File: config.mk
export PLATFORM = sky130hd
export DESIGN_NAME = swm_cell
export DESIGN_NICKNAME = d
export VERILOG_FILES = /design/src/rtl/core/swm_pkg.sv /design/src/rtl/core/swm_cell.sv
export SDC_FILE = /design/constraint.sdc
export NUM_CORES = 1
export LEC_CHECK = 0
export BUFFER_PORTS_ARGS = -buffer_cell sky130_fd_sc_hd__clkbuf_2
export CAP_MARGIN = 0
export CORE_AREA = 2 2 132 134
export CTS_BUF_LIST = sky130_fd_sc_hd__clkbuf_8
export DETAILED_ROUTE_END_ITERATION = 12
export DIE_AREA = 0 0 134 136
export GPL_TIMING_DRIVEN = 0
export PLACE_DENSITY = 0.51
export SLEW_MARGIN = 0
export SYNTH_ARGS = -nofsm -noshare
export SYNTH_HDL_FRONTEND = slang
export SYNTH_SLANG_ARGS = --single-unit
export TNS_END_PERCENT = 10
File: constraint.sdc
create_clock -name clk -period 5.39 [get_ports clk]
set_clock_uncertainty 0.15 [all_clocks]
set_input_delay 1.3475 -clock clk [delete_from_list [all_inputs] [get_ports clk]]
set_output_delay 1.3475 -clock clk [all_outputs]
set_load 0.01 [all_outputs]
File: src/rtl/core/swm_pkg.sv
`default_nettype none
package swm_pkg;

    localparam int WORD_W = 32;
    localparam int CFG_W  = 7;

    typedef logic signed [WORD_W-1:0] word_t;
    typedef logic [CFG_W-1:0]         cfg_t;

    typedef enum logic [2:0] {
        ST_IDLE = 3'b001,
        ST_BUSY = 3'b010,
        ST_LOAD = 3'b100
    } state_t;

endpackage
`default_nettype wire

File: src/rtl/core/swm_cell.sv
`default_nettype none
module swm_cell (
    input  wire logic          clk,
    input  wire logic          shift_en,
    input  wire logic          active,
    input  wire swm_pkg::word_t data_in,
    input  wire swm_pkg::word_t max_in,
    output swm_pkg::word_t     data_out,
    output swm_pkg::word_t     max_out
);
    import swm_pkg::*;

    word_t data_reg;
    word_t max_reg;
    word_t max_next;

    // running maximum ripples one cell per cycle
    assign max_next = (active && (data_reg > max_in)) ? data_reg : max_in;

    always_ff @(posedge clk)
    begin
        if (shift_en)
        begin
            data_reg <= data_in;
        end
        max_reg <= max_next;
    end

    assign data_out = data_reg;
    assign max_out  = max_reg;

endmodule
`default_nettype wire

# Word-level counts from Yosys, hierarchy flattened
# Cells that the tools add are included.
[op_classes]
reduce_logical = 1
n_mul = 0
div_mod_pow = 0
mux = 1
shifts = 0
n_lt_le_gt_ge = 1
n_bitwise = 0
addsub = 0
eq_ne = 0
[op_table]
columns = ["cell", "n"]
rows = [
  ["$gt 32x32->1", 1],
  ["$mux 32", 1],
  ["$logic_and 1x1->1", 1],
]
[word_totals]
latch_bits = 0
ff_bits = 64
memories = 0
elab_cells = 5
input_bits = 67
ram_bits = 0
romBits = 0
output_inout_bits = 64

# Longest topological paths before layout
# Gate-level depths: netlist of run 1.
[depth]
depth_word = 3
mapped_depth = 10
depth_no_buf = 8

# Worst setup path before layout of run 1
# Ideal clock, no wire load.
[synth_path]
path_kind = "input-to-reg"
from = "in max_in[31]"
to = "reg max_reg[30], in the netlist max_out[30]"
arrival_time_ns = 3.205
stages = 9
setup_slack_ns = 1.905
path_cell_list = "inv_1 ha_1 nand4_2 or4_4 o21a_4 buf_6 and3_1 a22oi_1 nand4_1"
[synth_via]
elab_chain_cells = 3
[synth_lines]
columns = ["item", "line_no", "rtl"]
rows = [
  ["start, declared", "swm_cell.sv:7", "input wire swm_pkg::word_t max_in,"],
  ["$gt 32x32->1", "swm_cell.sv:18", "assign max_next = (active && (data_reg > max_in)) ? data_reg : max_in;"],
  ["$logic_and 1x1->1", "swm_cell.sv:18", ""],
  ["$mux 32", "swm_cell.sv:18", ""],
  ["net max_next[30]", "swm_cell.sv:15", "word_t max_next;"],
  ["end signal, assigned", "swm_cell.sv:26", "max_reg <= max_next;"],
  ["end, declared", "swm_cell.sv:14", "word_t max_reg;"],
]
# The timed path passes the listed nets, and every way through them passes these cells.
# A chain may end at the register's enable or synchronous reset.

# Worst setup path in the final report of run 1
[layout_path]
from = "in max_in[7]"
to = "reg max_reg[22], in the netlist max_out[22]"
# Same word-level chain as after synthesis.

==> results of run 1 <==
worst min path at each step:
stage | start | end | cells after the start | slack, ps
after global placement | data_out[0] | max_out[0] | 3 | 570
after floorplan | data_out[0] | max_out[0] | 3 | 550
after CTS | data_out[25] | max_out[25] | 3 | 610
after global routing | data_out[4] | max_out[4] | 3 | 660
after detailed placement | data_out[25] | max_out[25] | 3 | 590
final | data_out[0] | max_out[0] | 3 | 590
kinds of logic (layout without fill, tap and decap cells):
logic type | count (synthesis) | in the layout | synth area share (%)
compound gates | 92 | 92 | 14.2
fa+ha+maj | 32 | 32 | 9.69
buf+inv | 72 | 218 | 7.45
flops | 64 | 64 | 38.7
simple gates | 218 | 218 | 30.0
state kept, by name, summed over array words and instances, names as in the netlist:
name      flops
max_out      32
data_out     32
Yosys cell counts, drive strengths merged, types with 2 or more instances:
cell	instances	area share, %
nand3	3	0.36
inv	33	3.0
edfxtp	32	23
and3	32	4.8
a21oi	14	1.7
nand4	69	11
nor3b	31	5.6
clkbuf	30	2.7
and2	2	0.30
dfxtp	32	15
nor2b	2	0.30
a22oi	32	5.8
and4	4	0.85
ha	32	9.7
nor2	33	3.0
buf	9	1.7
nand2	39	3.5
o21ai	38	4.9
final cells by class:
class	instances	area, sq um	share of cell area [%]
buffer	39	184	3.50
sequential	64	1600	30.5
clock buffer	9	124	2.36
timing repair buffer	130	651	12.4
tap	225	282	5.36
multi-input combinational	342	2220	42.4
clock inverter	7	62.6	1.19
inverter	33	124	2.36
per-stage QoR:
step	power (W)	setup WS [ps]	util, %	cells	hold slack, ps
floorplan	0.000866	1900	-	478	548
global placement	0.00105	1250	30.0	833	572
detailed placement	0.00106	1200	30.0	833	586
CTS	0.00148	1610	31.1	849	607
global route	0.00155	1420	31.1	849	660
finish	0.00146	1560	31.1	849	593
where the power goes:
| part | switching [W] | total [W] | internal (W) |
|---|---|---|---|
| combinational | 0.000263 | 0.000428 | 0.000164 |
| sequential | 0.0000360 | 0.000616 | 0.000580 |
| clock | 0.000207 | 0.000416 | 0.000208 |
metal layers:
metal	vias to the layer above	track usage, %	part of all wire [%]
met5	-	0	0.089
met4	2	6.80	2.0
met3	21	3.99	6.8
met2	162	26.2	47
met1	1995	19.9	44
li1	2074	-	-
worst register-to-register path: stages, from the launching register on:
cell	delay (ps)
sky130_fd_sc_hd__edfxtp_1	460
sky130_fd_sc_hd__ha_1	340
sky130_fd_sc_hd__a21oi_1	150
sky130_fd_sc_hd__o21ai_0	120
sky130_fd_sc_hd__a311o_1	390
sky130_fd_sc_hd__o31ai_1	660
sky130_fd_sc_hd__clkbuf_1	490
sky130_fd_sc_hd__nand4_1	170
sky130_fd_sc_hd__nand4_1	170
==> impl_metrics.json, run 1 <==
{
  "setup.worst_path.class": "primary input to flip-flop",
  "run_status": "finished, final reports clean",
  "post-route-min-period_ps": 3830,
  "drt-vias-per-instance": 5.01,
  "area_growth_pct": 27.1,
  "reg2regPathDepth": 8,
  "clk_latency_ps": 390,
  "synth_area_sq_mm": 0.00413,
  "cpPeakStageDelay_ps": 660,
  "timing.critical_path.from_type": "primary input",
  "tritoncts_clock_tree": "built",
  "layout.cells.most_common_list": "sky130_fd_sc_hd__clkbuf_2 (130), sky130_fd_sc_hd__nand4_1 (68), sky130_fd_sc_hd__nand2_1 (39), sky130_fd_sc_hd__inv_1 (33), sky130_fd_sc_hd__nor2_1 (33)",
  "reg2reg_slack_ps": 2200,
  "cts-root-to-sink-buffers": 2,
  "cpMaxStageDelayCell": "sky130_fd_sc_hd__o31ai_1",
  "critical_path.endpoint_type": "flip-flop",
  "io_buffer_count": 130,
  "synth-seq-cells": 64,
  "reg2reg_to": "max_out[22]",
  "setup_tns_ps": 0,
  "timing.final.hold_violations": 0,
  "cts.repair_timing.setup_buffer_count": 0,
  "share_of_flip_flops_with_an_asynchronous_set_or_reset_pct": 0,
  "first_global_vias": 4209,
  "clock-root-buffer": "sky130_fd_sc_hd__clkbuf_8",
  "design.die.area_sq_mm": 0.0182,
  "drt.antenna.violating_nets": 0,
  "cp_num_buf_inv": 3,
  "post_cts_resized": 0,
  "route.vias.total": 4254,
  "place_congestion": 0.848,
  "critical_path_data_arrival_time_ps": 3990,
  "hold_buffers": 0,
  "leakagePower_nw": 2.36,
  "initial_utilization_pct": 24.5,
  "insertedDiodeCount": 0,
  "number_of_nets_in_the_final_layout": 718,
  "grt_antenna_before_repair": 1,
  "num_io_pins": 131,
  "synth_edf_count": 32,
  "critical_path.most_common_cell": "sky130_fd_sc_hd__nand4_1",
  "grt_use_total_pct": 15.9,
  "post_route_cells_drive_above_1_share_pct": 25.2,
  "fp.dieH_um": 136,
  "timing.critical_path.max_delay_family": "compound AO/OA/AOI/OAI gates",
  "max_slew_violation_count": 0,
  "globalRoute.totalOverflow": 0,
  "cp_num_cells": 10,
  "final_area_sq_mm": 0.00525,
  "tritoncts.num_buffers": 9,
  "yosysSeqAreaShare_pct": 38.7,
  "yosys.cell_types.count": 34,
  "rsz_0062_raised_after_global_routing": "false",
  "max_cap_viol_count": 0,
  "tritoncts_num_sinks": 64,
  "routed_wirelength_um": 14600,
  "synth_ff_type": "sky130_fd_sc_hd__edfxtp_1",
  "critical_path_endpoint": "max_out[22]",
  "actual_transition_at_the_worst_max_transition_pin_ps": 952,
  "chipWidth_um": 134,
  "timing.critical_path.fanout_max": 10,
  "critical_path_required_ps": 5550,
  "syn_avg_cell_area_sq_um": 8.65,
  "cts.reportedPaths.clkPinSlew_ps": 80,
  "net_count_synth": 577,
  "place.detailed.hpwl_um": 10800,
  "wire_length_of_the_first_global_routing_pass_um": 22200,
  "number_of_setup_violations_in_the_final_report": 0,
  "path_cells": "clkbuf_2 -> inv_1 -> ha_1 -> a21oi_1 -> o21ai_0 -> a311o_1 -> o31ai_1 -> clkbuf_1 -> nand4_1 -> nand4_1",
  "row_count": 48,
  "power_density_mw_per_mm2": 278,
  "hold_path.class": "flip-flop to flip-flop",
  "htree_num_levels": 3,
  "grt_start_max_net_pins": 33,
  "remaining_drc_errors": 0,
  "drt_pre_antenna_iters": 5,
  "fp.coreArea_sq_mm": 0.0169,
  "max-vdd-ir-drop_mv": 0.121,
  "drtIter0Drc": 240,
  "post_synthesis_instance_total": 478,
  "final.fill_count": 1819,
  "post-route-period-util_pct": 71.1,
  "slew_headroom_pct": 36.5,
  "fmax_mhz": 261,
  "regToRegStartpoint": "data_out[7]",
  "ys.warnings.count": 0,
  "most_common_library_cell_in_the_layout_ignoring_fill_and_taps": "sky130_fd_sc_hd__clkbuf_2",
  "drt-wirelength-per-cell_um": 17.2,
  "dpl-instance-area_sq_mm": 0.00507,
  "crit_path_start": "max_in[7]"
}
Note: power is estimated with default switching activity, not from simulation.
==> inputs of run 2 (changes only) <==
--- a/config.mk
+++ b/config.mk
@@ -5,14 +5,15 @@
 export SDC_FILE = /design/constraint.sdc
 export NUM_CORES = 1
 export LEC_CHECK = 0
+export ABC_AREA = 1
 export BUFFER_PORTS_ARGS = -buffer_cell sky130_fd_sc_hd__clkbuf_2
 export CAP_MARGIN = 0
-export CORE_AREA = 2 2 132 134
+export CORE_AREA = 2 2 117 119
 export CTS_BUF_LIST = sky130_fd_sc_hd__clkbuf_8
 export DETAILED_ROUTE_END_ITERATION = 12
-export DIE_AREA = 0 0 134 136
+export DIE_AREA = 0 0 119 121
 export GPL_TIMING_DRIVEN = 0
-export PLACE_DENSITY = 0.51
+export PLACE_DENSITY = 0.54
 export SLEW_MARGIN = 0
 export SYNTH_ARGS = -nofsm -noshare
 export SYNTH_HDL_FRONTEND = slang
==> constraint.sdc (replaced) <==
create_clock -name clk -period 3.5 [get_ports clk]
set_clock_uncertainty 0.15 [all_clocks]
set_input_delay 0.875 -clock clk [delete_from_list [all_inputs] [get_ports clk]]
set_output_delay 0.875 -clock clk [all_outputs]
set_load 0.01 [all_outputs]
==> run 2 against run 1 <==
Hold slack worse by 170 ps. Routed wire length is 43% lower. Synthesized area is 22% lower. Cell count decreased by 24%. Critical path type unchanged. Critical endpoint is now max_out[13].
==> impl_metrics.json, run 2 <==
{
  "reg2reg_slack_ps": 1140,
  "drt_pre_antenna_iters": 4,
  "max_slew_violation_count": 0,
  "synthDominantAreaCellType": "sky130_fd_sc_hd__edfxtp_1",
  "timing.critical_path.fanout_max": 10,
  "max-vdd-ir-drop_mv": 0.187,
  "drt.antenna.violating_nets": 0,
  "insertedDiodeCount": 0,
  "route.vias.total": 2609,
  "post-route-min-period_ps": 2590,
  "timing.critical_path.from_type": "primary input",
  "io_buffer_count": 130,
  "run_status": "finished, final reports clean",
  "synth-seq-cells": 64,
  "post_synthesis_instance_total": 319,
  "globalRoute.totalOverflow": 0,
  "total_switching_power_w": 0.000611,
  "chipWidth_um": 119,
  "critical_path_data_arrival_time_ps": 2740,
  "cp_num_buf_inv": 3,
  "cts.reportedPaths.clkPinSlew_ps": 70,
  "timing.critical_path.max_delay_family": "compound AO/OA/AOI/OAI gates",
  "slew_headroom_pct": 37.3,
  "critical_path_required_ps": 3650,
  "setup_tns_ps": 0,
  "post-synth-top-count-cell": "sky130_fd_sc_hd__nand2_2",
  "synth_area_sq_mm": 0.00321,
  "hold_path.class": "flip-flop to flip-flop",
  "clock-root-buffer": "sky130_fd_sc_hd__clkbuf_8",
  "row_count": 42,
  "timing.final.hold_violations": 0,
  "power_density_mw_per_mm2": 471,
  "initial_utilization_pct": 24.6,
  "clk_latency_ps": 360,
  "area_growth_pct": 32.7,
  "path_cells": "clkbuf_2 -> inv_1 -> ha_1 -> a21oi_1 -> o21a_1 -> nand2_1 -> a21oi_1 -> nand2_1 -> nand2_2 -> buf_2 -> nand4_1 -> nand2_2",
  "leakagePower_nw": 2.21,
  "clock_power_share_pct": 30.3,
  "net_count_synth": 418,
  "wire_length_of_the_first_global_routing_pass_um": 13300,
  "most_common_library_cell_in_the_layout_ignoring_fill_and_taps": "sky130_fd_sc_hd__clkbuf_2",
  "seqPwrFrac_pct": 45.8,
  "share_of_flip_flops_with_an_asynchronous_set_or_reset_pct": 0,
  "power_internal_w": 0.00140,
  "tritoncts_clock_tree": "built",
  "post-route-period-util_pct": 74.1,
  "grt_start_max_net_pins": 33,
  "cts.repair_timing.setup_buffer_count": 0,
  "synth_edf_count": 32,
  "fp.dieH_um": 121,
  "place_congestion": 0.748,
  "tritoncts_num_sinks": 64,
  "final_area_sq_mm": 0.00427,
  "routed_wirelength_um": 8270,
  "fp.coreArea_sq_mm": 0.0131,
  "fmax_mhz": 386,
  "reg2reg_to": "max_out[13]",
  "min-delay-start": "data_out[31]",
  "reg2regPathDepth": 10,
  "post_route_cells_drive_above_1_share_pct": 47.7,
  "final.fill_count": 1386,
  "grt_use_total_pct": 12.2,
  "first_global_vias": 2734,
  "yosys-top-cells-count": "sky130_fd_sc_hd__nand2_2 (62), sky130_fd_sc_hd__inv_1 (43), sky130_fd_sc_hd__nand2_1 (40)",
  "drt-vias-per-instance": 4.07,
  "place.detailed.hpwl_um": 6350,
  "hold_buffers": 0,
  "yosysSeqAreaShare_pct": 49.8,
  "syn_avg_cell_area_sq_um": 10.1,
  "layout.cells.most_common_list": "sky130_fd_sc_hd__clkbuf_2 (130), sky130_fd_sc_hd__nand2_2 (62), sky130_fd_sc_hd__inv_1 (46), sky130_fd_sc_hd__nand2_1 (40), sky130_fd_sc_hd__nand4_1 (34)",
  "number_of_setup_violations_in_the_final_report": 0,
  "ys.warnings.count": 0,
  "drt-wirelength-per-cell_um": 12.9,
  "switching_share_pct": 30.4,
  "number_of_cells_in_the_design_after_placement": 625,
  "cpPeakStageDelay_ps": 310,
  "tritoncts.num_buffers": 9,
  "number_of_nets_in_the_final_layout": 559,
  "num_io_pins": 131,
  "htree_num_levels": 3,
  "critical_path.endpoint_type": "flip-flop",
  "setup.worst_path.class": "primary input to flip-flop",
  "yosys.cell_types.count": 20,
  "rsz_0062_raised_after_global_routing": "false",
  "cts-root-to-sink-buffers": 2,
  "remaining_drc_errors": 0,
  "drtIter0Drc": 103,
  "hold_path_end": "max_out[31]",
  "final_cell_count_no_fill": 641,
  "actual_transition_at_the_worst_max_transition_pin_ps": 941,
  "grt_antenna_before_repair": 0,
  "dpl-instance-area_sq_mm": 0.00409,
  "main_area_contributors_after_synthesis": "sky130_fd_sc_hd__edfxtp_1 (30%), sky130_fd_sc_hd__dfxtp_1 (20%), sky130_fd_sc_hd__ha_1 (12%)",
  "max_cap_viol_count": 0,
  "regToRegStartpoint": "data_out[31]",
  "cpMaxStageDelayCell": "sky130_fd_sc_hd__ha_1",
  "comb_power_share_pct": 23.9,
  "design.die.area_sq_mm": 0.0144,
  "post-synth-top-area-fraction_pct": 29.9,
  "post_cts_resized": 0,
  "synth_ff_type": "sky130_fd_sc_hd__edfxtp_1",
  "worstHoldPathCells": 2
}
[run 2: worst max-delay path by stage]
stage | start | endpoint | slack [ps] | cells past startpoint
floorplan | max_in[31] | max_out[10] | 950 | 12
global placement | max_in[31] | max_out[14] | 510 | 13
detailed placement | max_in[31] | max_out[9] | 510 | 13
CTS | max_in[31] | max_out[13] | 880 | 12
global route | max_in[31] | max_out[13] | 680 | 12
finish | max_in[29] | max_out[13] | 910 | 12
[run 2: cells by family after synthesis]
family                   synth area share (%)
AND/OR/NAND/NOR                          25.8
flip-flops                               49.8
buffers and inverters                    8.29
adder cells (fa/ha/maj)                  12.5
AO/OA/AOI/OAI                            3.66
[run 2: power by group through the flow]
stage	registers, W	clock network (W)	logic (W)
floorplan	0.000975	0	0.000244
detailed placement	0.000937	0	0.000489
global placement	0.000935	0	0.000481
CTS	0.000921	0.000634	0.000491
finish	0.000920	0.000608	0.000480
global route	0.000932	0.000663	0.000542
[run 2: tightest hold or removal path: cells and delay by family (launching register included)]
family / cells / cell delay [ps]
simple gates: 2 / 160
flops: 1 / 380
[run 2: final cells by class]
type / count / area, sq um / share of cell area [%]
flip-flops and latches: 64 / 1600 / 37.5
multi-input cells: 200 / 1350 / 31.6
repair buffers: 130 / 651 / 15.3
well taps: 176 / 220 / 5.16
inverters: 43 / 161 / 3.78
clock buffers: 9 / 124 / 2.90
plain buffers: 12 / 105 / 2.46
clock inverters: 7 / 56.3 / 1.32
[run 2: layer usage]
metal / global-route usage (%) / up-vias / share of wire [%]
li1: - / 1348 / -
met1: 13.7 / 1149 / 42
met2: 20.1 / 95 / 48
met3: 4.46 / 17 / 7.2
met4: 7.14 / 0 / 2.8
met5: 0 / - / 0
[run 2: metrics by stage]
stage	hold slack (ps)	utilization, %	total power [W]	worst slack (ps)
global placement	408	31.2	0.00142	509
CTS	433	32.6	0.00205	881
global route	445	32.6	0.00214	676
detailed placement	411	31.2	0.00143	510
finish	421	32.6	0.00201	908
floorplan	428	-	0.00122	952
==> inputs of run 3 (changes only) <==
==> constraint.sdc (replaced) <==
create_clock -name clk -period 2.35 [get_ports clk]
set_clock_uncertainty 0.15 [all_clocks]
set_input_delay 0.5875 -clock clk [delete_from_list [all_inputs] [get_ports clk]]
set_output_delay 0.5875 -clock clk [all_outputs]
set_load 0.01 [all_outputs]
==> run 3 against run 2 <==
First-iteration DRC count shrank 7.8%. Register-to-register slack worse by 1000 ps. Count of clock-buffer cells in the layout unchanged. Largest cell class unchanged. Highest routed layer unchanged.
==> impl_metrics.json, run 3 (synthesis results as in run 2) <==
{
  "run_status": "finished, final reports clean",
  "post-route-period-util_pct": 95.4,
  "row_count": 42,
  "final.fill_count": 1346,
  "worst_slack_after_detailed_placement_ps": -352,
  "drt_pre_antenna_iters": 4,
  "hold_path.class": "primary input to flip-flop",
  "timing.critical_path.from_type": "flip-flop",
  "cts.reportedPaths.clkPinSlew_ps": 70,
  "number_of_nets_in_the_final_layout": 582,
  "design.die.area_sq_mm": 0.0144,
  "grt_antenna_before_repair": 0,
  "layout.cells.most_common_list": "sky130_fd_sc_hd__clkbuf_2 (130), sky130_fd_sc_hd__nand2_2 (66), sky130_fd_sc_hd__inv_1 (46), sky130_fd_sc_hd__nand4_1 (34)",
  "final_critical_path_setup_slack_ps": 107,
  "area_growth_pct": 46.1,
  "worstHoldPathCells": 1,
  "initial_utilization_pct": 24.6,
  "cp_num_cells": 11,
  "post-route-min-period_ps": 2240,
  "first_global_vias": 2746,
  "critical_path_required_ps": 2500,
  "place.detailed.hpwl_um": 6350,
  "actual_transition_at_the_worst_max_transition_pin_ps": 932,
  "rsz_0062_raised_after_global_routing": "true",
  "cts-root-to-sink-buffers": 2,
  "grt_start_max_net_pins": 33,
  "timing.critical_path.max_delay_family": "simple AND/OR/NAND/NOR gates",
  "clock_power_share_pct": 28.9,
  "drtIter0Drc": 95,
  "cpMaxStageDelayCell": "sky130_fd_sc_hd__edfxtp_1",
  "cp_num_buf_inv": 1,
  "io_buffer_count": 130,
  "switching_share_pct": 30.7,
  "wire_length_of_the_first_global_routing_pass_um": 13400,
  "clk_latency_ps": 360,
  "num_io_pins": 131,
  "post_route_cells_drive_above_1_share_pct": 55.1,
  "tritoncts_clock_tree": "built",
  "grt_use_total_pct": 12.3,
  "fp.coreArea_sq_mm": 0.0131,
  "leakagePower_nw": 2.39,
  "timing.critical_path.fanout_max": 10,
  "place_congestion": 0.748,
  "critical_path_data_arrival_time_ps": 2400,
  "max_cap_viol_count": 0,
  "clock-root-buffer": "sky130_fd_sc_hd__clkbuf_8",
  "comb_power_share_pct": 27.4,
  "number_of_setup_violations_in_the_final_report": 0,
  "max_slew_violation_count": 0,
  "total_switching_power_w": 0.000966,
  "route.vias.total": 2767,
  "remaining_drc_errors": 0,
  "seqPwrFrac_pct": 43.7,
  "tritoncts.num_buffers": 9,
  "tritoncts_num_sinks": 64,
  "insertedDiodeCount": 0,
  "setup.worst_path.class": "flip-flop to flip-flop",
  "drt.antenna.violating_nets": 0,
  "fmax_mhz": 446,
  "cpPeakStageDelay_ps": 440,
  "finalHoldWorstSlack_ps": 247,
  "slew_headroom_pct": 37.9,
  "htree_num_levels": 3,
  "drt-vias-per-instance": 4.17,
  "drt-wirelength-per-cell_um": 13.1,
  "power_density_mw_per_mm2": 669,
  "power_internal_w": 0.00218,
  "max-vdd-ir-drop_mv": 0.280,
  "reg2regPathDepth": 11,
  "critical_path.endpoint_type": "flip-flop",
  "routed_wirelength_um": 8720,
  "fp.dieH_um": 121,
  "path_cells": "ha_4 -> nand2_4 -> nor2_4 -> nand2_4 -> nor3b_4 -> nand2_1 -> o21a_4 -> nand3_4 -> buf_12 -> nand2_2 -> nand2_2",
  "globalRoute.totalOverflow": 0,
  "fin_util_pct": 35.9,
  "timing.final.hold_violations": 0,
  "chipWidth_um": 119,
  "most_common_library_cell_in_the_layout_ignoring_fill_and_taps": "sky130_fd_sc_hd__clkbuf_2"
}
-- run 3: changes by cell type in the layout (fill, tap and decap cells not counted), sizes merged --
cell	before	now
clkbuf	139	143
buf	12	31
-- run 3: through the flow --
stage / instances / instance area [sq um] / setup TNS (ps) / power, W
2_1_floorplan: 319 / 3210 / 0 / 0.00182
3_3_place_gp: 625 / 4090 / -10790 / 0.00211
3_5_place_dp: 625 / 4090 / -10610 / 0.00212
4_1_cts: 642 / 4300 / -2.69 / 0.00306
5_1_grt: 664 / 4700 / -1050 / 0.00333
6_report: 664 / 4700 / 0 / 0.00314
-- run 3: final timing paths --
path,from,endpoint,slack [ps]
hold / removal,data_in[24],data_out[24],250
setup reg to reg,data_out[31],max_out[13],110
hold reg to reg,data_out[0],max_out[0],430
setup / recovery,data_out[31],max_out[13],110
-- run 3: timing repair --
| action | 4_1_cts | 5_1_grt |
|---|---|---|
| gates cloned | 0 | 1 |
| pin swaps | 0 | 7 |
| endpoints found under the hold margin | 0 | 0 |
| endpoints found under the setup margin | 30 | 31 |
| hold buffers | 0 | 0 |
| gates resized for setup | 5 | 43 |
| buffers inserted | 1 | 21 |
-- run 3: per-layer routing --
layer	vias to the layer above	wire length [um]	GRT usage (%)
met1	1245	3630	13.7
met2	104	4230	20.3
met3	21	619	4.46
met4	0	237	7.14
met5	-	0	0
li1	1397	-	-
-- run 3: worst reg2reg max path, stage by stage (launching register included) --
cell                       delay [ps]
sky130_fd_sc_hd__edfxtp_1         440
sky130_fd_sc_hd__ha_4             320
sky130_fd_sc_hd__nand2_4           60
sky130_fd_sc_hd__nor2_4           120
sky130_fd_sc_hd__nand2_4           70
sky130_fd_sc_hd__nor3b_4          230
sky130_fd_sc_hd__nand2_1          100
sky130_fd_sc_hd__o21a_4           240
sky130_fd_sc_hd__nand3_4          150
sky130_fd_sc_hd__buf_12           170
sky130_fd_sc_hd__nand2_2           70
sky130_fd_sc_hd__nand2_2           60
-- run 3: power groups by stage --
stage	clock network (W)	logic, W	registers, W
after floorplan	0	0.000364	0.00145
after global placement	0	0.000717	0.00139
after detailed placement	0	0.000728	0.00140
after CTS	0.000944	0.000743	0.00137
after global routing	0.000988	0.000958	0.00139
final	0.000907	0.000861	0.00137
-- run 3: area by class of cell --
class | instances | area [sq um] | area share, %
well taps | 176 | 220 | 4.69
multi-input cells | 200 | 1560 | 33.3
repair buffers | 153 | 841 | 17.9
clock inverters | 7 | 56.3 | 1.20
plain buffers | 12 | 129 | 2.74
inverters | 43 | 161 | 3.44
flip-flops and latches | 64 | 1600 | 34.1
clock buffers | 9 | 124 | 2.64
